--- src/rtl/owo_pkg.sv ---
// ----------------------------------------------------------------------------
// owo_pkg
// Types, constants and helpers shared by the omni wheel odometry block.
// ----------------------------------------------------------------------------
`timescale 1ns / 1ps
`default_nettype none

package owo_pkg;

  typedef enum logic [2:0] {
    CFG_WHEEL_RADIUS    = 3'd0,
    CFG_INV_BODY_RADIUS = 3'd1,
    CFG_INITIAL_X       = 3'd2,
    CFG_INITIAL_Y       = 3'd3,
    CFG_INITIAL_HEADING = 3'd4
  } cfg_idx_e;

  typedef enum logic {
    DIV_BY_THREE,
    DIV_BY_MILLION
  } div_sel_e;

  typedef enum logic [5:0] {
    BK_IDLE, BK_MUL_A, BK_MUL_B, BK_MUL_C, BK_FOLD, BK_MUL_VX, BK_MUL_OM,
    BK_DIV_VY, BK_WAIT_VY, BK_DIV_OM, BK_WAIT_OM, BK_TRIG_POSE, BK_WAIT_TRIG,
    BK_MUL_XC, BK_MUL_YS, BK_MUL_XS, BK_MUL_YC, BK_SUM_Y,
    BK_MUL_WXT, BK_DIV_X, BK_WAIT_X, BK_MUL_WYT, BK_DIV_Y, BK_WAIT_Y,
    BK_MUL_OMT, BK_DIV_H, BK_WAIT_H, BK_MUL_LO, BK_MUL_HI, BK_STEP,
    BK_TRIG_Q, BK_WAIT_Q, BK_EMIT
  } bk_state_e;

  localparam logic [29:0] InvSqrt3Q30   = 30'd619925131;
  localparam logic [29:0] CordicGainQ30 = 30'd652032874;
  localparam logic [29:0] BamPerRadian  = 30'd683565276;
  localparam int          AtanEntries   = 24;

  // Divide by 10^6 as a shift by 6 followed by a divide by 15625. The
  // reciprocals are exact for the 30-bit partial remainders of the divider.
  localparam logic [13:0] DivThree        = 14'd3;
  localparam logic [13:0] DivOddMillion   = 14'd15625;
  localparam logic [30:0] RecipThree      = 31'd349526;
  localparam logic [30:0] RecipOddMillion = 31'd1125899907;

  localparam logic [19:0] ResetWheelRadius = 20'd1966;
  localparam logic [23:0] ResetInvBodyRad  = 24'd436907;

  typedef struct packed {
    logic signed [31:0] rate_a;
    logic signed [31:0] rate_b;
    logic signed [31:0] rate_c;
    logic [31:0]        dt;
    logic               first;
  } owo_job_t;

  typedef struct packed {
    logic [19:0]        wheel_radius;
    logic [23:0]        inv_body_radius;
    logic signed [31:0] init_x;
    logic signed [31:0] init_y;
    logic [31:0]        init_heading;
  } owo_cfg_t;

  // Arctangent of 2^-i as a binary angle.
  function automatic logic [29:0] atan_bam(input logic [4:0] i);
    logic [29:0] r;
    case (i)
      5'd0:  r = 30'd536870912;
      5'd1:  r = 30'd316933406;
      5'd2:  r = 30'd167458907;
      5'd3:  r = 30'd85004756;
      5'd4:  r = 30'd42667331;
      5'd5:  r = 30'd21354465;
      5'd6:  r = 30'd10679838;
      5'd7:  r = 30'd5340245;
      5'd8:  r = 30'd2670163;
      5'd9:  r = 30'd1335087;
      5'd10: r = 30'd667544;
      5'd11: r = 30'd333772;
      5'd12: r = 30'd166886;
      5'd13: r = 30'd83443;
      5'd14: r = 30'd41722;
      5'd15: r = 30'd20861;
      5'd16: r = 30'd10430;
      5'd17: r = 30'd5215;
      5'd18: r = 30'd2608;
      5'd19: r = 30'd1304;
      5'd20: r = 30'd652;
      5'd21: r = 30'd326;
      5'd22: r = 30'd163;
      5'd23: r = 30'd81;
      default: r = 30'd0;
    endcase
    return r;
  endfunction

  function automatic logic signed [31:0] sat32(input logic signed [71:0] x);
    logic signed [31:0] r;
    if (x > 72'sd2147483647) begin
      r = 32'sh7fff_ffff;
    end else if (x < -72'sd2147483648) begin
      r = 32'sh8000_0000;
    end else begin
      r = x[31:0];
    end
    return r;
  endfunction

endpackage

`default_nettype wire

--- src/rtl/owo_queue.sv ---
// ----------------------------------------------------------------------------
// owo_queue
// Two-entry job queue between the front and the back.
// ----------------------------------------------------------------------------
`timescale 1ns / 1ps
`default_nettype none

module owo_queue (
  input  wire logic              clk_i,
  input  wire logic              rst_ni,
  input  wire logic              push_i,
  input  wire owo_pkg::owo_job_t push_data_i,
  output logic                   full_o,
  input  wire logic              pop_i,
  output owo_pkg::owo_job_t      pop_data_o,
  output logic                   empty_o
);
  import owo_pkg::*;

  owo_job_t   mem_q [2];
  logic       wr_ptr_q, rd_ptr_q;
  logic [1:0] cnt_q;

  assign full_o     = (cnt_q == 2'd2);
  assign empty_o    = (cnt_q == 2'd0);
  assign pop_data_o = mem_q[rd_ptr_q];

  always_ff @(posedge clk_i) begin
    if (push_i) begin
      mem_q[wr_ptr_q] <= push_data_i;
    end
  end

  always_ff @(posedge clk_i or negedge rst_ni) begin
    if (!rst_ni) begin
      wr_ptr_q <= 1'b0;
      rd_ptr_q <= 1'b0;
      cnt_q    <= 2'd0;
    end else begin
      if (push_i) wr_ptr_q <= ~wr_ptr_q;
      if (pop_i)  rd_ptr_q <= ~rd_ptr_q;
      cnt_q <= cnt_q + 2'(push_i) - 2'(pop_i);
    end
  end

endmodule

`default_nettype wire

--- config.mk ---
export PLATFORM = sky130hd
export DESIGN_NAME = owo_queue
export DESIGN_NICKNAME = d
export VERILOG_FILES = /design/src/rtl/owo_pkg.sv /design/src/rtl/owo_queue.sv
export SDC_FILE = /design/constraint.sdc
export NUM_CORES = 1
export LEC_CHECK = 0
export ABC_AREA = 1
export BUFFER_PORTS_ARGS = -buffer_cell sky130_fd_sc_hd__buf_4
export CAP_MARGIN = 20
export CORE_MARGIN = 2
export CORE_UTILIZATION = 35
export DETAILED_ROUTE_END_ITERATION = 6
export PLACE_DENSITY = 0.62
export SLEW_MARGIN = 20
export SYNTH_ARGS = -nofsm -noshare
export SYNTH_HDL_FRONTEND = slang
export SYNTH_SLANG_ARGS = --single-unit
export TNS_END_PERCENT = 100
--- constraint.sdc ---
create_clock -name clk_i -period 6.81 [get_ports clk_i]
set_clock_uncertainty 0.05 [all_clocks]
set_input_delay 1.0215 -clock clk_i [delete_from_list [all_inputs] [get_ports clk_i]]
set_output_delay 1.0215 -clock clk_i [all_outputs]
set_load 0.05 [all_outputs]
======== Yosys cells after proc, flatten, opt, wreduce, memory -nomap -nowiden ========
Memory sizes are Yosys's and may differ from the RTL's.
Cells that the tools add are included.
word-level totals
  register bits after elaboration ......... 4
  bits in latches ......................... 0
  memory bits (writable) .................. 258
  memory bits (read-only) ................. 0
  input port bits ......................... 133
  output and inout bits ................... 131
  word-level logic and storage cells ...... 12
  memories kept ........................... 1
cells by class
  add/subtract/negate cells ............... 2
  multipliers ............................. 0
  divide/modulo/power cells ............... 0
  $lt $le $gt $ge ......................... 0
  equality and inequality tests ........... 1
  shifts and indexed selects .............. 0
  muxes and demuxes ....................... 2
  bitwise operators ....................... 2
  reduce and logical (&&, ||, !) cells .... 1
memory list
  memory  words  bits a word  read ports  clocked after Yosys merged registers in  write ports  RTL line         RTL
  mem_q   2      129          1           0                                        1            owo_queue.sv:20  owo_job_t mem_q [2];
operator list
  kind                                   number
  adder 2 x 1 -> 2 bit                   1
  == test 2 bit (second input constant)  1
  zero test 2 bit                        1
  two-way mux 1 bit                      2
  NOT 1 bit                              2
  subtractor 2 x 1 -> 2 bit              1

======== Longest topological paths before layout ========
  depth in word-level cells ............... 2
  mapped depth ............................ 7
  depth with buffers taken out ............ 7

======== Least setup slack after synthesis ========
No wires, ideal clock.
  path kind ............................... input to register
  start point ............................. in push_i
  end point ............................... mem mem_q[0][0] in the netlist's numbering (enable)
  setup time .............................. 622 ps
  arrival time ............................ 6,457 ps
  required time ........................... 6,138 ps
  path slack .............................. -319 ps
  stages .................................. 2
  buffers on the path ..................... 0
  cell sequence ........................... inv_1 -> nor2_1
on the way
  longest elaborated chain between the ends .. 2
ends and longest elaborated chain
  element                                  RTL line         RTL
  start, declared                          owo_queue.sv:11  input wire logic push_i,
  two-way mux 1 bit                        owo_queue.sv:29  if (push_i) begin
  two-way mux 1 bit (not written as such)  owo_queue.sv:30  mem_q[wr_ptr_q] <= push_data_i;
  end, declared                            owo_queue.sv:20
Every way passes these cells.

==> results list <==
- The run finished with clean final reports.
- After clock tree synthesis, the repair step resized 0 gates.
- 0 antenna diodes ended up in the layout.
- In the post-route analysis, the smallest setup slack over all paths is ~3.2 ns.
- Largest area contributor in the netlist: sky130_fd_sc_hd__edfxtp_1
- Global routing consumed, on the met3 layer, under 10% of the routing resources.
* Synth top cells by count: 258 x sky130_fd_sc_hd__edfxtp_1, 136 x sky130_fd_sc_hd__inv_1, 125 x sky130_fd_sc_hd__nand2_1, 90 x sky130_fd_sc_hd__o21ai_2, 30 x sky130_fd_sc_hd__o21ai_0
- For this run, global-route usage on met2 was measured as between 20% and 30%.
- The number of setup buffers added after CTS is 0.
- The clock drives approximately 260 sinks.
- In the finished design, the share of the clock period the worst path needs comes to a little over half.
- Horiz. Die Dim: around 170 µm
* Worst setup path class: reg2out
* H-tree depth reported by CTS: 1
* Cell at the root of the clock tree: sky130_fd_sc_hd__clkbuf_16
- Among all cell types in the netlist, the one instantiated most often is sky130_fd_sc_hd__edfxtp_1.
- Summed over all layers, the global routing overflow is 0.
- Clock share of power: about a fifth
* NumNets Final: about 1100
- In the global route stage, met1 resource usage came out at approximately 15%.
* Number of enable flip-flop cells after synthesis: about 260
- Once detailed placement completed, the half-perimeter wirelength came to 13100 µm.
- Post-Syn Instances: ~700
- In this run the tool buffered the top-level ports with roughly 260 buffer cells.
- Share of power burned in combinational logic: 46.2%
* Antenna Nets Post-Route: 0
* Arrival time at the worst endpoint: about 2.5 ns
- Net switching power: a little under 0.003 W
- The number of placed instances, taps included, is 1322.
* FF/Latch Area: around 7900 µm²
- Total of max-cap violations: 0
- Overall fraction of global-route tracks in use: 12.8%
- The pre-antenna-repair detailed-routing pass consisted of 4 iterations.
* Worst setup slack before clock tree synthesis: 3.69 ns
* Core occupancy in the finished layout: between 40% and 50%
* Largest vdd supply drop: about 0.00039 V
- After filler insertion, the fill cell instance count of the layout stands at about 2600.
* Share of layout cells above drive strength 1: between 40% and 50%
- The number of antenna violations at the first check in global routing came to 0.
- Capturing element type of the critical path: primary output
- Number of top-level pins: about 260
* Maximum number of pins on one net before global-route repair: about 140
- Share of flip-flops with an asynchronous set or reset after synthesis: under 10%
* Net count after synthesis: 834
- The via count of the first global-routing pass came to about 6000.
- Number of distinct library cell variants in the gate-level netlist after synthesis: 18
* RSZ-0062 raised after global routing: false
- Register-to-register setup slack: roughly 4.4 ns
* Final total negative setup slack: 0 ns
- Sequential power share: between 30% and 40%
- The floorplan has between 60 and 70 rows.
- In this run switching power makes up around 44% of total power.
* Clock latency on the worst-skew pair: ~0.53 ns
* CTS tree: done
- Static timing analysis puts the maximum clock frequency at 279 MHz.
- Commonest register cell after synthesis: sky130_fd_sc_hd__edfxtp_1
- Clock-pin slew was measured on the worst setup and hold paths at 0.06 ns.
* Number of storage elements in the synthesis netlist: ~260
* Startpoint kind of the worst setup timing path: flop
* Worst-margin pin slew: 1.01 ns
- Compared with the post-synthesis result, the final layout area differs by 30.2%.
- Buffers inserted during clock tree synthesis total 28.
* Tightest Hold Check Type: in2async
- After detailed routing, the number of remaining DRC violations is 0.
* Fin. Hold Viols: 0
- met2 is the most crowded layer.
* Core area: 28700 µm²
* Area share of the largest cell type after synthesis: between 70% and 80%
- At the end of routability-driven placement, the weighted congestion stood at 0.713.
- Setup violations remaining at the end of the flow were counted as 0.
- Global-route wire length before repair: between 30000 and 40000 µm
- Synthesis warning total: 0
- The longest clock path from root to sink contains 3 buffers.
- DR vias/cell: ~4.4
* Critical path peak fanout: 86
- For this run, the number of standard cells in the final layout without fillers is roughly 1400.
* Combined area of all synthesized cells: just over 10000 µm²
- Routed wire length per instance: 14.5 µm
- The floorplan step set the die height to around 170 µm.
- Power Dens Cells: between 500 and 600 nW/µm²
- The floorplan step defined a die boundary enclosing about 31000 µm².
* WL final: approximately 20000 µm
- The internal portion of the total power is around 0.0038 W.
- Summing the sequential cell areas from Yosys gives a little under 80% of the chip area.
- After the first detailed-routing iteration, the DRC count stood at approximately 270.
* Main area contributors after synthesis: sky130_fd_sc_hd__edfxtp_1 76%, sky130_fd_sc_hd__o21ai_2 7.7%, sky130_fd_sc_hd__inv_1 5.0%
- The number of slew-limit violations in the final report is 0.
* Initial cell density of the core: 35.6%
* Number of buffers inserted for hold repair after clock tree synthesis: 0
- Each instance of the synthesized netlist takes up on average about 15 µm².
- Total via count after detailed routing: 5981
- For this design the static power due to leakage is around 5.5 nW.
* Slew headroom: 32.8%
* Footprint of the multi-input gates: 1580 µm²
- Data on the critical path is required at its endpoint by roughly 5.7 ns.
- Min Tclk post-route: roughly 3.6 ns
- Worst hold margin: between 0.2 and 0.25 ns
-- through the flow --
step                instance area (µm²)  power, W
floorplan                         10200   0.00466
global placement                  12500   0.00542
detailed placement                12500   0.00545
CTS                               13300   0.00686
global route                      13300   0.00708
finish                            13300   0.00675
-- worst max-delay path, cell delays in order (launching register included) --
cell	delay [ns]
sky130_fd_sc_hd__dfrtp_4	0.65
sky130_fd_sc_hd__buf_4	0.80
sky130_fd_sc_hd__nand2_1	0.15
sky130_fd_sc_hd__o21ai_2	0.10
sky130_fd_sc_hd__buf_4	0.22
-- registers in the layout, summed over array words and instances (netlist names) --
name and count:
wr_ptr_q 1, rd_ptr_q 1, mem_q 258, cnt_q 2
-- cells by family (layout without fill, tap and decap cells) --
kind of cell	count (synthesis)	count (layout)	synth area share, %
adders and majority gates	2	2	0.245
DFF	262	262	76.8
xor gates and xnor gates	2	2	0.171
AOI/OAI and AO/OA	129	129	9.63
and+or+nand+nor	139	139	5.36
buffers and inverters	165	454	7.78
-- layout make-up --
cell class,instances,share of cell area [%]
clock inverter,13,0.677
multi-input combinational,272,11.9
timing repair buffer,268,15.2
sequential,262,59.0
clock buffer,37,5.68
inverter,136,3.88
tap,384,3.61
-- path summary, 6_finish.rpt --
| path | end | cells past startpoint | start |
|---|---|---|---|
| min in group clk_i | wr_ptr_q | 1 | wr_ptr_q |
| max in group asynchronous | rd_ptr_q | 1 | rst_ni |
| setup / recovery | pop_data_o[105] | 4 | rd_ptr_q |
| setup reg to reg | mem_q[1][64] | 3 | wr_ptr_q |
| hold / removal | rd_ptr_q | 1 | rst_ni |
| hold reg to reg | wr_ptr_q | 1 | wr_ptr_q |
-- power by group through the flow --
stage | clock [W] | sequential (W) | combinational (W)
after floorplan | 0 | 0.00227 | 0.00239
after global placement | 0 | 0.00227 | 0.00315
after detailed placement | 0 | 0.00228 | 0.00317
after CTS | 0.00144 | 0.00225 | 0.00317
after global routing | 0.00150 | 0.00227 | 0.00331
final | 0.00139 | 0.00224 | 0.00312
-- layout by cell type, fill, tap and decap left out --
cell / instances
sky130_fd_sc_hd__bufinv_16: 1
sky130_fd_sc_hd__clkbuf_1: 8
sky130_fd_sc_hd__dfrtp_4: 1
sky130_fd_sc_hd__nand2_1: 125
sky130_fd_sc_hd__nand3_1: 1
sky130_fd_sc_hd__inv_1: 135
sky130_fd_sc_hd__clkinv_1: 7
sky130_fd_sc_hd__clkinvlp_4: 1
sky130_fd_sc_hd__o21ai_0: 30
sky130_fd_sc_hd__buf_12: 1
sky130_fd_sc_hd__edfxtp_1: 258
sky130_fd_sc_hd__clkinv_2: 3
sky130_fd_sc_hd__xor2_1: 2
sky130_fd_sc_hd__o21ai_1: 9
sky130_fd_sc_hd__nor2_1: 2
sky130_fd_sc_hd__o21ai_2: 90
sky130_fd_sc_hd__buf_4: 267
sky130_fd_sc_hd__nand2_2: 10
sky130_fd_sc_hd__clkbuf_16: 29
sky130_fd_sc_hd__dfrtp_1: 3
sky130_fd_sc_hd__inv_8: 1
sky130_fd_sc_hd__inv_6: 1
sky130_fd_sc_hd__nor2_4: 1
sky130_fd_sc_hd__ha_1: 2
-- per-layer routing --
| metal | vias to the layer above | wire (µm) |
|---|---|---|
| li1 | 2926 | - |
| met1 | 2820 | 7840 |
| met2 | 187 | 9840 |
| met3 | 48 | 1430 |
| met4 | 0 | 771 |
| met5 | - | 0 |
No activity file was read; power rests on OpenSTA's default activity.
