--- config.mk ---
export PLATFORM = sky130hd
export DESIGN_NAME = owo_front_flat
export DESIGN_NICKNAME = d
export VERILOG_FILES = /design/src/rtl/owo_pkg.sv /design/src/rtl/owo_if.sv /design/src/rtl/owo_front.sv /design/src/flat_wrapper.sv
export SDC_FILE = /design/constraint.sdc
export NUM_CORES = 1
export LEC_CHECK = 0
export ABC_AREA = 1
export BUFFER_PORTS_ARGS = -buffer_cell sky130_fd_sc_hd__buf_2
export CELL_PAD_IN_SITES_DETAIL_PLACEMENT = 1
export CELL_PAD_IN_SITES_GLOBAL_PLACEMENT = 1
export CORE_MARGIN = 10
export CORE_UTILIZATION = 26
export DETAILED_ROUTE_END_ITERATION = 10
export MAX_ROUTING_LAYER = met4
export PLACE_DENSITY = 0.8
export SKIP_LAST_GASP = 1
export SLEW_MARGIN = 20
export SYNTH_ARGS = -nofsm -noshare
export SYNTH_HDL_FRONTEND = slang
export SYNTH_SLANG_ARGS = --single-unit
--- constraint.sdc ---
create_clock -name clk_i -period 2.1 [get_ports clk_i]
set_input_delay 0.42 -clock clk_i [delete_from_list [all_inputs] [get_ports clk_i]]
set_output_delay 0.42 -clock clk_i [all_outputs]
set_load 0.02 [all_outputs]
--- src/rtl/owo_pkg.sv ---
// ----------------------------------------------------------------------------
// owo_pkg
// Types, constants and helpers shared by the omni wheel odometry block.
// ----------------------------------------------------------------------------
`timescale 1ns / 1ps
`default_nettype none

package owo_pkg;

  typedef enum logic [2:0] {
    CFG_WHEEL_RADIUS    = 3'd0,
    CFG_INV_BODY_RADIUS = 3'd1,
    CFG_INITIAL_X       = 3'd2,
    CFG_INITIAL_Y       = 3'd3,
    CFG_INITIAL_HEADING = 3'd4
  } cfg_idx_e;

  typedef enum logic {
    DIV_BY_THREE,
    DIV_BY_MILLION
  } div_sel_e;

  typedef enum logic [5:0] {
    BK_IDLE, BK_MUL_A, BK_MUL_B, BK_MUL_C, BK_FOLD, BK_MUL_VX, BK_MUL_OM,
    BK_DIV_VY, BK_WAIT_VY, BK_DIV_OM, BK_WAIT_OM, BK_TRIG_POSE, BK_WAIT_TRIG,
    BK_MUL_XC, BK_MUL_YS, BK_MUL_XS, BK_MUL_YC, BK_SUM_Y,
    BK_MUL_WXT, BK_DIV_X, BK_WAIT_X, BK_MUL_WYT, BK_DIV_Y, BK_WAIT_Y,
    BK_MUL_OMT, BK_DIV_H, BK_WAIT_H, BK_MUL_LO, BK_MUL_HI, BK_STEP,
    BK_TRIG_Q, BK_WAIT_Q, BK_EMIT
  } bk_state_e;

  localparam logic [29:0] InvSqrt3Q30   = 30'd619925131;
  localparam logic [29:0] CordicGainQ30 = 30'd652032874;
  localparam logic [29:0] BamPerRadian  = 30'd683565276;
  localparam int          AtanEntries   = 24;

  // Divide by 10^6 as a shift by 6 followed by a divide by 15625. The
  // reciprocals are exact for the 30-bit partial remainders of the divider.
  localparam logic [13:0] DivThree        = 14'd3;
  localparam logic [13:0] DivOddMillion   = 14'd15625;
  localparam logic [30:0] RecipThree      = 31'd349526;
  localparam logic [30:0] RecipOddMillion = 31'd1125899907;

  localparam logic [19:0] ResetWheelRadius = 20'd1966;
  localparam logic [23:0] ResetInvBodyRad  = 24'd436907;

  typedef struct packed {
    logic signed [31:0] rate_a;
    logic signed [31:0] rate_b;
    logic signed [31:0] rate_c;
    logic [31:0]        dt;
    logic               first;
  } owo_job_t;

  typedef struct packed {
    logic [19:0]        wheel_radius;
    logic [23:0]        inv_body_radius;
    logic signed [31:0] init_x;
    logic signed [31:0] init_y;
    logic [31:0]        init_heading;
  } owo_cfg_t;

  // Arctangent of 2^-i as a binary angle.
  function automatic logic [29:0] atan_bam(input logic [4:0] i);
    logic [29:0] r;
    case (i)
      5'd0:  r = 30'd536870912;
      5'd1:  r = 30'd316933406;
      5'd2:  r = 30'd167458907;
      5'd3:  r = 30'd85004756;
      5'd4:  r = 30'd42667331;
      5'd5:  r = 30'd21354465;
      5'd6:  r = 30'd10679838;
      5'd7:  r = 30'd5340245;
      5'd8:  r = 30'd2670163;
      5'd9:  r = 30'd1335087;
      5'd10: r = 30'd667544;
      5'd11: r = 30'd333772;
      5'd12: r = 30'd166886;
      5'd13: r = 30'd83443;
      5'd14: r = 30'd41722;
      5'd15: r = 30'd20861;
      5'd16: r = 30'd10430;
      5'd17: r = 30'd5215;
      5'd18: r = 30'd2608;
      5'd19: r = 30'd1304;
      5'd20: r = 30'd652;
      5'd21: r = 30'd326;
      5'd22: r = 30'd163;
      5'd23: r = 30'd81;
      default: r = 30'd0;
    endcase
    return r;
  endfunction

  function automatic logic signed [31:0] sat32(input logic signed [71:0] x);
    logic signed [31:0] r;
    if (x > 72'sd2147483647) begin
      r = 32'sh7fff_ffff;
    end else if (x < -72'sd2147483648) begin
      r = 32'sh8000_0000;
    end else begin
      r = x[31:0];
    end
    return r;
  endfunction

endpackage

`default_nettype wire

--- src/rtl/owo_if.sv ---
// ----------------------------------------------------------------------------
// owo_if
// Valid/ready channels for wheel samples and pose results.
// ----------------------------------------------------------------------------
`timescale 1ns / 1ps
`default_nettype none

interface owo_in_if;
  logic               valid;
  logic               ready;
  logic signed [31:0] wheel_a_rate;
  logic signed [31:0] wheel_b_rate;
  logic signed [31:0] wheel_c_rate;
  logic [31:0]        stamp_us;

  modport source (output valid, wheel_a_rate, wheel_b_rate, wheel_c_rate, stamp_us,
                  input ready);
  modport sink (input valid, wheel_a_rate, wheel_b_rate, wheel_c_rate, stamp_us,
                output ready);
endinterface


`default_nettype wire

--- src/rtl/owo_front.sv ---
// ----------------------------------------------------------------------------
// owo_front
// Accept wheel samples, derive the time step and tag the first item.
// ----------------------------------------------------------------------------
`timescale 1ns / 1ps
`default_nettype none

module owo_front (
  input  wire logic         clk_i,
  input  wire logic         rst_ni,
  owo_in_if.sink            in_i,
  output owo_pkg::owo_job_t job_o,
  output logic              push_o,
  input  wire logic         full_i
);
  import owo_pkg::*;

  logic [31:0] prev_stamp_q;
  logic        first_q;

  assign in_i.ready = !full_i;
  assign push_o     = in_i.valid && !full_i;

  always_comb begin
    job_o.rate_a = in_i.wheel_a_rate;
    job_o.rate_b = in_i.wheel_b_rate;
    job_o.rate_c = in_i.wheel_c_rate;
    job_o.first  = first_q;
    // First item after reset integrates over zero time.
    job_o.dt     = first_q ? 32'd0 : in_i.stamp_us - prev_stamp_q;
  end

  always_ff @(posedge clk_i or negedge rst_ni) begin
    if (!rst_ni) begin
      prev_stamp_q <= 32'd0;
      first_q      <= 1'b1;
    end else if (push_o) begin
      prev_stamp_q <= in_i.stamp_us;
      first_q      <= 1'b0;
    end
  end

endmodule

`default_nettype wire

--- src/flat_wrapper.sv ---
// flat-port wrapper written by rule: the top's interface ports become plain ports
module owo_front_flat import owo_pkg::*;
  (clk_i, rst_ni, job_o, push_o, full_i, in_i_valid, in_i_wheel_a_rate, in_i_wheel_b_rate, in_i_wheel_c_rate, in_i_stamp_us, in_i_ready);
  owo_in_if in_i_i ();
  input  wire logic clk_i;
  input  wire logic rst_ni;
  output owo_pkg::owo_job_t job_o;
  output logic push_o;
  input  wire logic full_i;
  input wire logic [$bits(in_i_i.valid)-1:0] in_i_valid;
  input wire logic [$bits(in_i_i.wheel_a_rate)-1:0] in_i_wheel_a_rate;
  input wire logic [$bits(in_i_i.wheel_b_rate)-1:0] in_i_wheel_b_rate;
  input wire logic [$bits(in_i_i.wheel_c_rate)-1:0] in_i_wheel_c_rate;
  input wire logic [$bits(in_i_i.stamp_us)-1:0] in_i_stamp_us;
  output wire logic [$bits(in_i_i.ready)-1:0] in_i_ready;
  assign in_i_i.valid = in_i_valid;
  assign in_i_i.wheel_a_rate = in_i_wheel_a_rate;
  assign in_i_i.wheel_b_rate = in_i_wheel_b_rate;
  assign in_i_i.wheel_c_rate = in_i_wheel_c_rate;
  assign in_i_i.stamp_us = in_i_stamp_us;
  assign in_i_ready = in_i_i.ready;
  owo_front u_core (.clk_i(clk_i), .rst_ni(rst_ni), .in_i(in_i_i), .job_o(job_o), .push_o(push_o), .full_i(full_i));
endmodule
# [Yosys cells after proc, flatten, opt, wreduce, memory -nomap -nowiden]
# Index checks and enable logic that the tools add are counted.
# W data, S select, Z words.
[classes] addsub=1 muxes=1 reduce_logical=2
[ops] op="$mux W32" n=1
[ops] op="$sub A32 B32 Y32" n=1
[ops] op="$logic_and A1 B1 Y1" n=1
[ops] op="$logic_not A1 Y1" n=1
[word_totals] regBits=33 inputBits=132 word_cells=6

# [Longest topological paths before layout]
# Gate-level depths: netlist of the first run.
[logic_depth] depth_word=2 mapped_depth=14 depth_no_buf=14

# [Worst setup path before layout of the first run]
# Ideal clock, no wire load.
[synth_path] path_type="input -> output" start="input in_i_stamp_us[0]" end="output job_o[29] (netlist name)" arrival_time_ns=1.959 required_ns=1.680 slack_ns=-0.279 path_stages=12 path_buffers=0 path_cell_list="inv_1 ha_1 fa_1 inv_1 nand3_1 nand3_1 nand3_1 nand3_1 nand2_1 nand3_1 nand2_1 nor2_1"
[synth_rtl] element="start, declared" line_no="flat_wrapper.sv:14" text="input wire logic [$bits(in_i_i.stamp_us)-1:0] in_i_stamp_us;"
[synth_rtl] element="end, declared" line_no="flat_wrapper.sv:7" text="output owo_pkg::owo_job_t job_o;"

==> results.tsv, run 1 <==
stage	metric	value	unit
synthesis	async_reset_ff_frac	1.00	
place	dp.final_hpwl	13.0	mm
global_route	grtUsageTotal	0.157	
floorplan	die_h	153	um
synthesis	ys_warn_count	0	
clock_network	clk_latency	300	ps
critical_path	crit_chain	inv_2 -> ha_4 -> nand2_2 -> inv_1 -> nand2_1 -> nand2_1 -> nand2_1 -> nand3_2 -> buf_4 -> o21ai_1 -> a21oi_1 -> buf_4	
clock_network	cts_tree	yes	
place	gp_congestion	0.945	
global_route	grt_max_degree	42	
critical_path	crit_buf_inv	4	
outcome	violations	negative setup slack	
sta	fin_ws	-595	ps
synthesis	netlist_instances	773	
critical_path	cp_common_cell	nand2_1	
flow_run	max-cap-violations	0	
sta	slew_headroom	0.432	
routing	wl	22.6	mm
place	dp.cells	1032	
final_layout	stdcell_count	1052	
routing	drt_iter0_markers	345	
critical_path	critPathSlowestCell	dfrtp_1	
place	pre_cts_slack	-494	ps
synthesis	avgSynthCellArea	5.94	um2
sta	finalCritPeriodShare	1.28	
global_route	grt_overflow	0	
outcome	status	complete, but fails checks	
final_layout	drive_gt1_frac	0.507	
sta	min_period	2700	ps
clock_network	clockBufferDepth	2	
sta	setup_violations	30	
power_and_ir_drop	power_density	784	mW/mm2
power_and_ir_drop	vdd_drop_max	0.290	mV
power_and_ir_drop	totalPowerFinal	5.27	mW
global_route	antenna_found_initial	0	
place	io_buffers	70	
floorplan	initial_core_util	0.265	
final_layout	finish.net_count	991	
critical_path	ff2ff_setup_slack	1060	ps
synthesis	ys_seq_elements	33	
critical_path	critPathRequiredTime	1680	ps
critical_path	crit_path_end_kind	primary output	
sta	rsz0062_at_grt	true	
sta	slew_violations	0	
worst_hold_path	min_path_type	in2async	
global_route	grt_pass1_vias	5730	
clock_network	cts.sinks	33	
synthesis	syn_area	0.00459	mm2
sta	fin_worst_skew	0	ps
clock_network	numCtsBuffers	5	
final_layout	num_antenna_cells	0	
floorplan	die_x	153	um
power_and_ir_drop	p_leak	3.46	nW
routing	viasPerCell	5.09	
synthesis	synth_edf_count	0	
routing	ant_nets	0	
routing	route.detailed.wl_per_inst	21.5	um
floorplan	die-area	0.0234	mm2
synthesis	synth.yosys.seq_area_share	0.180	
critical_path	critPathMaxStageDelay	390	ps
routing	firstDrtPassIters	5	
critical_path	crit_fanout	4	
clock_network	clk_pin_slew	60	ps
sta	max_freq	371	MHz
floorplan	design.core.area	0.0173	mm2
clock_network	h-tree-depth	2	
final_layout	area_delta_synth_final	46.3	%
sta	finalHoldViolCount	0	
clock_network	root_buffer	clkbuf_16	
final_layout	postLayoutCoreUtil	0.388	
sta	setup_tns	-14020	ps
critical_path	cp_top_family	buffers and inverters	
critical_path	critPathKind	reg2out	
sta	worstMarginPinSlew	853	ps
synthesis	syn_nets	938	
critical_path	cp.arrival	2280	ps
floorplan	rows	48	
synthesis	ys_types	31	
global_route	grt_pass1_wl	29.4	mm
routing	vias	5351	
routing	drc	0	
floorplan	top_level_ports	263	
synthesis	synth_flop_cell	dfrtp_1	
critical_path	critPathLaunchType	flip-flop	
-- routing by layer --
layer  track usage  up-vias  routed length (um)
met1         0.166     2624                8540
li1              -     2363                   -
met5             -        -                   0
met2         0.277      231               11200
met3        0.0247      133                1230
met4        0.0831        0                1640
-- per-stage QoR --
step / hold WS [ps] / area [um2]
global placement: 482 / 5160
finish: 227 / 6710
global route: 293 / 6710
floorplan: 124 / 4770
CTS: 281 / 6180
detailed placement: 488 / 5160
-- where the power goes --
part	leakage [nW]	internal [mW]	switching [mW]
combinational	2.98	1.52	2.23
sequential	0.404	0.715	0.0393
clock	0.0706	0.437	0.330
total	3.46	2.67	2.60
-- worst paths after layout --
path | startpoint | end | cells past startpoint
max in group asynchronous | rst_ni | u_core.prev_stamp_q[25]$_DFFE_PN0P_ | 1
hold / removal | rst_ni | u_core.prev_stamp_q[5]$_DFFE_PN0P_ | 1
setup / recovery | u_core.prev_stamp_q[4]$_DFFE_PN0P_ | job_o[10] | 12
hold reg to reg | u_core.prev_stamp_q[31]$_DFFE_PN0P_ | u_core.prev_stamp_q[31]$_DFFE_PN0P_ | 2
min in group clk_i | in_i_stamp_us[31] | u_core.prev_stamp_q[31]$_DFFE_PN0P_ | 3
setup reg to reg | u_core.prev_stamp_q[4]$_DFFE_PN0P_ | u_core.prev_stamp_q[4]$_DFFE_PN0P_ | 4
-- flip-flops by register name, indices dropped and copies added (netlist names) --
signal and count:
u_core.first_q 1, u_core.prev_stamp_q 32
-- repair_timing --
item,4_1_cts,5_1_grt
pin swaps,48,53
setup endpoints to repair,30,30
cloned,0,0
gates resized for setup,203,125
buffers inserted,5,8
hold buffers,0,0
-- cells by family (layout without fill, tap and decap cells) --
group / count (synthesis) / count (layout) / synth area share
simple gates: 362 / 362 / 0.332
compound gates: 89 / 89 / 0.101
xor+xnor: 4 / 4 / 0.00764
flops: 33 / 33 / 0.180
fa+ha+maj: 33 / 33 / 0.0916
buf+inv: 252 / 306 / 0.287
-- placed cells by master, fill, tap and decap left out, drive strengths merged --
cell | netlist | routed
xor2 | 1 | 1
and3 | 2 | 2
a21o | 1 | 1
dfstp | 1 | 1
nor3 | 7 | 7
ha | 32 | 32
a21oi | 41 | 41
nand2 | 252 | 252
nor2 | 59 | 59
nand4 | 5 | 5
o21ai | 43 | 43
dfrtp | 32 | 32
o21bai | 4 | 4
inv | 145 | 145
clkinv | 1 | 3
and2 | 5 | 5
buf | 99 | 152
fa | 1 | 1
clkbuf | 7 | 6
nand3 | 32 | 32
xnor2 | 3 | 3
-- cell type report --
| class | count | area, um2 |
|---|---|---|
| fill | 2164 | 10600 |
| sequential | 33 | 827 |
| tap | 225 | 282 |
| clock inverter | 2 | 10.0 |
| multi-input combinational | 488 | 3740 |
| timing repair buffer | 152 | 1150 |
| inverter | 146 | 573 |
| clock buffer | 6 | 129 |
-- synthesized netlist by cell type, drive strengths merged, types with 4 or more instances --
library cell | number | area, um2
buf | 99 | 743
nand2 | 252 | 976
clkbuf | 7 | 26.3
nor3 | 7 | 67.6
nand4 | 5 | 31.3
nand3 | 32 | 170
inv | 145 | 544
dfrtp | 32 | 801
o21bai | 4 | 33.8
o21ai | 43 | 215
and2 | 5 | 31.3
nor2 | 59 | 234
a21oi | 41 | 209
ha | 32 | 400
No activity file was read; power rests on OpenSTA's default activity.
==> run 2: changes to the inputs <==
Settings changed: CELL_PAD_IN_SITES_DETAIL_PLACEMENT 1 to unset, CELL_PAD_IN_SITES_GLOBAL_PLACEMENT 1 to unset, CORE_UTILIZATION 26 to 40, PLACE_DENSITY 0.8 to 0.79.
==> results.tsv, run 2 (synthesis gave the netlist of run 1 again) <==
stage	metric	value	unit	change
critical_path	crit_path_end_kind	primary output		
clock_network	clockBufferDepth	2		unchanged
clock_network	root_buffer	clkbuf_16		
floorplan	top_level_ports	263		unchanged
worst_hold_path	min_path_type	in2async		
place	io_buffers	70		unchanged
sta	slew_violations	0		unchanged
final_layout	largest_reg_flops	32		unchanged
outcome	status	complete, but fails checks		
power_and_ir_drop	p_leak	3.45	nW	-0.37%
clock_network	numCtsBuffers	5		unchanged
final_layout	fillers	921		-57%
global_route	grt_max_degree	35		-17%
critical_path	cp_top_family	simple AND/OR/NAND/NOR gates		
floorplan	initial_core_util	0.405		+0.140
critical_path	crit_chain	inv_2 -> ha_4 -> nand2_4 -> inv_6 -> nand2_8 -> nor3_4 -> nand2_1 -> nand2_2 -> nand2_2 -> nand3_1 -> nand2_1 -> nor2_2 -> buf_6		
final_layout	multi_input_area	0.00365	mm2	-2.5%
final_layout	stdcell_count	974		-7.4%
clock_network	cts_tree	yes		
floorplan	rows	39		-19%
sta	setup_tns	-11670	ps	+2350 ps
final_layout	final_common_cell	nand2_1		
final_layout	num_antenna_cells	0		unchanged
place	dp.final_hpwl	10.0	mm	-23%
sta	fin_worst_skew	0	ps	unchanged
sta	setup_violations	30		unchanged
global_route	grt_pass1_wl	22.1	mm	-25%
clock_network	h-tree-depth	2		unchanged
sta	slew_headroom	0.478		+0.0464
sta	finalCritPeriodShare	1.26		-0.0266
routing	ant_nets	0		unchanged
floorplan	die-area	0.0162	mm2	-31%
critical_path	cp.arrival	2220	ps	-60 ps
final_layout	area_delta_synth_final	43.6	%	
sta	finalHoldViolCount	0		unchanged
clock_network	clk_latency	290	ps	about the same
final_layout	final_cell_area	0.00659	mm2	-1.8%
critical_path	critPathKind	reg2out		
clock_network	cts.sinks	33		unchanged
routing	viasPerCell	5.16		+1.4%
routing	vias	5026		-6.1%
final_layout	drive_gt1_frac	0.516		+0.00959
global_route	antenna_found_initial	0		unchanged
critical_path	crit_fanout	5		+1
place	dp.cells	944		-8.5%
outcome	violations	negative setup slack		
place	place_area	0.00501	mm2	-2.9%
sta	fin_ws	-540	ps	+55.9 ps
final_layout	finish.net_count	995		+0.40%
sta	min_period	2640	ps	-55.9 ps
routing	drt_iter0_markers	331		-4.1%
critical_path	critPathMaxStageDelay	340	ps	-50 ps
final_layout	top_regs	u_core.prev_stamp_q (32), u_core.first_q (1)		
power_and_ir_drop	totalPowerFinal	5.03	mW	-4.5%
final_layout	regMostFlops	u_core.prev_stamp_q		
global_route	grtUsageTotal	0.166		+0.00854
clock_network	clk_pin_slew	60	ps	about the same
floorplan	die_h	127	um	-17%
routing	firstDrtPassIters	5		unchanged
sta	rsz0062_at_grt	true		
critical_path	critPathLaunchType	flip-flop		
global_route	grt_pass1_vias	4826		-16%
floorplan	design.core.area	0.0113	mm2	-35%
flow_run	max-cap-violations	0		unchanged
final_layout	postLayoutCoreUtil	0.582		+0.194
sta	worstMarginPinSlew	783	ps	-69.6 ps
global_route	grt_overflow	0		unchanged
power_and_ir_drop	power_density	763	mW/mm2	-2.7%
routing	wl	15.6	mm	-31%
sta	max_freq	379	MHz	+2.1%
routing	drc	0		unchanged
final_layout	seq_area	827	um2	unchanged
floorplan	die_x	127	um	-17%
final_layout	mostFrequentLayoutCells	nand2_1, inv_1, buf_4, nand2_2, buf_2		
power_and_ir_drop	vdd_drop_max	0.352	mV	+21%
critical_path	crit_buf_inv	3		-1
critical_path	critPathSlowestCell	dfrtp_1		
routing	route.detailed.wl_per_inst	16.1	um	-25%
critical_path	critPathRequiredTime	1680	ps	about the same
place	gp_congestion	0.905		-4.2%
==> run 2: final timing paths <==
check | startpoint | end | slack (ps) | cells after the start
worst max-delay path | u_core.prev_stamp_q[9]$_DFFE_PN0P_ | job_o[30] | -540 | 13
worst min-delay path | rst_ni | u_core.prev_stamp_q[5]$_DFFE_PN0P_ | 210 | 1
worst max register to register | u_core.prev_stamp_q[14]$_DFFE_PN0P_ | u_core.prev_stamp_q[14]$_DFFE_PN0P_ | 1160 | 5
worst min register to register | u_core.first_q$_DFFE_PN1P_ | u_core.first_q$_DFFE_PN1P_ | 470 | 2
max in group asynchronous | rst_ni | u_core.prev_stamp_q[28]$_DFFE_PN0P_ | 1380 | 1
min in group clk_i | in_i_stamp_us[31] | u_core.prev_stamp_q[31]$_DFFE_PN0P_ | 360 | 3
==> run 2: repair_timing <==
action	4_1_cts	5_1_grt
endpoints found under the setup margin	30	30
hold endpoints to repair	0	0
pin swaps	47	64
gates resized for setup	188	140
buffers inserted	10	12
hold buffers	0	0
==> run 2: metal layers <==
metal / vias to the layer above / wire length (um) / track usage / share of wire
met1: 2333 / 6330 / 0.191 / 0.40
met5: - / 0 / - / 0
met3: 69 / 914 / 0.0211 / 0.058
li1: 2377 / - / - / -
met2: 247 / 7730 / 0.276 / 0.49
met4: 0 / 675 / 0.0864 / 0.043
==> run 2: stage by stage <==
step	setup WS [ps]	hold slack (ps)
floorplan	-42.4	124
global placement	-399	456
detailed placement	-422	463
CTS	-415	247
global route	-600	278
finish	-540	212
==> run 2: power by group <==
group          internal, mW  switching [mW]  total [mW]  leakage (nW)
Combinational          1.51            1.97        3.48          2.96
Sequential            0.715          0.0345       0.749         0.404
Clock                 0.503           0.302       0.804        0.0799
==> run 2: final cells by class <==
type / instances / share of cell area
Clock buffer: 7 / 0.0232
Inverter: 146 / 0.0873
Clock inverter: 1 / 0.000759
Multi-Input combinational cell: 488 / 0.553
Tap cell: 143 / 0.0272
Sequential cell: 33 / 0.125
Timing Repair Buffer: 156 / 0.183
==> run 2: worst register-to-register path, stage by stage, from the launching register on <==
cell and delay (ps):
dfrtp_1 330, inv_2 50, buf_4 120, buf_4 120
buf_4 110, o21ai_0 140
==> run 3: changes to the inputs <==
Settings changed: SETUP_SLACK_MARGIN set to 0.02.
==> results.tsv, run 3 (synthesis gave the netlist of run 1 again) <==
stage	metric	value	unit	change
power_and_ir_drop	totalPowerFinal	5.29	mW	+5.1%
final_layout	top_regs	u_core.prev_stamp_q (32), u_core.first_q (1)		
sta	min_period	2720	ps	+75.5 ps
critical_path	crit_chain	inv_2 -> ha_4 -> nand2_4 -> nor2_2 -> nand2_1 -> nor2_1 -> nand2_2 -> nand3_1 -> nand2_1 -> inv_2 -> nor2_4 -> buf_6		
sta	slew_violations	0		unchanged
floorplan	die_x	127	um	unchanged
routing	drt_iter0_markers	683		+110%
critical_path	critPathLaunchType	flip-flop		
power_and_ir_drop	p_leak	3.51	nW	+1.8%
place	io_buffers	70		unchanged
sta	finalHoldViolCount	0		unchanged
critical_path	r2r_end	u_core.first_q$_DFFE_PN1P_		
clock_network	cts_tree	yes		
routing	firstDrtPassIters	5		unchanged
worst_hold_path	min_path_type	in2async		
critical_path	cp_top_family	simple AND/OR/NAND/NOR gates		
final_layout	drive_gt1_frac	0.529		+0.0128
power_and_ir_drop	switching_share	0.480		+0.0213
critical_path	cp.arrival	2300	ps	+80 ps
global_route	grt_max_degree	61		+74%
final_layout	final_cell_area	0.00681	mm2	+3.3%
critical_path	crit_fanout	4		-1
routing	viasPerCell	5.62		+9.0%
critical_path	crit_buf_inv	3		unchanged
sta	fin_ws	-615	ps	-75.5 ps
global_route	grtUsageTotal	0.175		+0.00951
final_layout	fillers	844		-8.4%
sta	setup_violations	30		unchanged
final_layout	final_common_cell	nand2_1		
routing	vias	5448		+8.4%
critical_path	reg2reg_from	u_core.first_q$_DFFE_PN1P_		
sta	fin_worst_skew	0	ps	unchanged
critical_path	crit_path_end_kind	primary output		
flow_run	max-cap-violations	0		unchanged
final_layout	largest_reg_flops	32		unchanged
clock_network	clk_latency	290	ps	about the same
power_and_ir_drop	power_density	777	mW/mm2	+1.7%
critical_path	critPathMaxStageDelay	340	ps	about the same
final_layout	num_antenna_cells	0		unchanged
clock_network	cts_hold_buf	0		unchanged
sta	slew_headroom	0.454		-0.0241
final_layout	regMostFlops	u_core.prev_stamp_q		
sta	max_freq	368	MHz	-2.8%
floorplan	die_h	127	um	unchanged
power_and_ir_drop	power.share.clock	0.142		-0.018
critical_path	ff2ff_setup_slack	1090	ps	-70 ps
final_layout	postLayoutCoreUtil	0.601		+0.0191
clock_network	cts.sinks	33		unchanged
outcome	status	complete, but fails checks		
power_and_ir_drop	p_comb_frac	0.716		+0.025
place	place_area	0.00497	mm2	-0.92%
sta	finalCritPeriodShare	1.29		+0.0359
sta	worstMarginPinSlew	819	ps	+36.1 ps
critical_path	critPathSlowestCell	dfrtp_1		
final_layout	mostFrequentLayoutCells	nand2_1, inv_1, buf_4, nand2_2, buf_6		
power_and_ir_drop	power_switching	2.54	mW	+10%
global_route	antenna_found_initial	0		unchanged
clock_network	h-tree-depth	2		unchanged
routing	wl	18.6	mm	+19%
global_route	grt_pass1_wl	23.3	mm	+5.5%
place	dp.cells	936		-0.85%
global_route	grt_pass1_vias	4949		+2.5%
critical_path	critPathRequiredTime	1680	ps	about the same
floorplan	top_level_ports	263		unchanged
critical_path	worst-r2r-cell-count	3		-2
clock_network	root_buffer	clkbuf_16		
final_layout	stdcell_count	969		-0.51%
final_layout	finish.net_count	990		-0.50%
outcome	violations	negative setup slack		
floorplan	die-area	0.0162	mm2	unchanged
floorplan	initial_core_util	0.405		unchanged
routing	drc	0		unchanged
routing	route.detailed.wl_per_inst	19.2	um	+20%
critical_path	critPathKind	reg2out		
floorplan	rows	39		unchanged
place	dp.final_hpwl	10.1	mm	+0.53%
final_layout	area_delta_synth_final	48.4	%	
power_and_ir_drop	vdd_drop_max	0.396	mV	+13%
clock_network	clk_pin_slew	60	ps	about the same
place	gp_congestion	0.965		+6.6%
global_route	grt_overflow	0		unchanged
floorplan	design.core.area	0.0113	mm2	unchanged
routing	ant_nets	0		unchanged
sta	rsz0062_at_grt	true		
clock_network	clockBufferDepth	2		unchanged
clock_network	numCtsBuffers	5		unchanged
power_and_ir_drop	power.internal	2.75	mW	+0.95%
power_and_ir_drop	seqPwrFrac	0.142		-0.007
==> run 3: stage by stage <==
stage,setup slack (ps),hold WS (ps),TNS (ps)
global route,-668,289,-14560
detailed placement,-451,485,-9380
floorplan,-42.8,124,-87.8
CTS,-416,256,-8960
finish,-615,215,-12820
global placement,-411,483,-8690
==> run 3: power by group through the flow <==
stage / logic (mW) / registers (mW) / clock network, mW
after floorplan: 1.77 / 0.745 / 0
after global placement: 2.28 / 0.747 / 0
after detailed placement: 2.31 / 0.750 / 0
after CTS: 3.06 / 0.748 / 0.749
after global routing: 3.98 / 0.758 / 0.774
final: 3.79 / 0.752 / 0.749
==> run 3: how the worst max path moves through the flow <==
stage	start	to	slack (ps)	cells past startpoint
3_5_place_dp	in_i_stamp_us[8]	job_o[25]	-450	11
5_1_grt	u_core.prev_stamp_q[12]$_DFFE_PN0P_	job_o[27]	-670	14
2_1_floorplan	in_i_stamp_us[0]	job_o[29]	-40	12
3_3_place_gp	in_i_stamp_us[0]	job_o[25]	-410	14
4_1_cts	u_core.prev_stamp_q[0]$_DFFE_PN0P_	job_o[17]	-420	11
6_report	u_core.prev_stamp_q[8]$_DFFE_PN0P_	job_o[25]	-620	12
==> run 3: worst register-to-register path, delay by kind of cell, from the launching register on <==
family                 cells  cell delay (ps)
flip-flops                 1              530
buffers and inverters      2              280
AND/OR/NAND/NOR            1              130
==> run 3: layer usage <==
metal,vias up,share of wire,GRT usage
met5,-,0,-
met4,0,0.084,0.0831
met3,175,0.074,0.0277
met2,387,0.48,0.298
met1,2507,0.36,0.197
li1,2379,-,-
==> run 3: final cells by class <==
cell class                      count  area [um2]  area share
Tap cell                          143         179      0.0263
Sequential cell                    33         827       0.122
Clock buffer                        8         136      0.0200
Inverter                          146         581      0.0853
Multi-Input combinational cell    488        3880       0.571
Timing Repair Buffer              151        1200       0.176
==> run 3: repair_timing <==
item | in CTS | in global routing
setup endpoints to repair | 30 | 30
gates cloned | 0 | 0
resized for setup | 231 | 148
buffers inserted | 15 | 13
pin swaps | 83 | 70
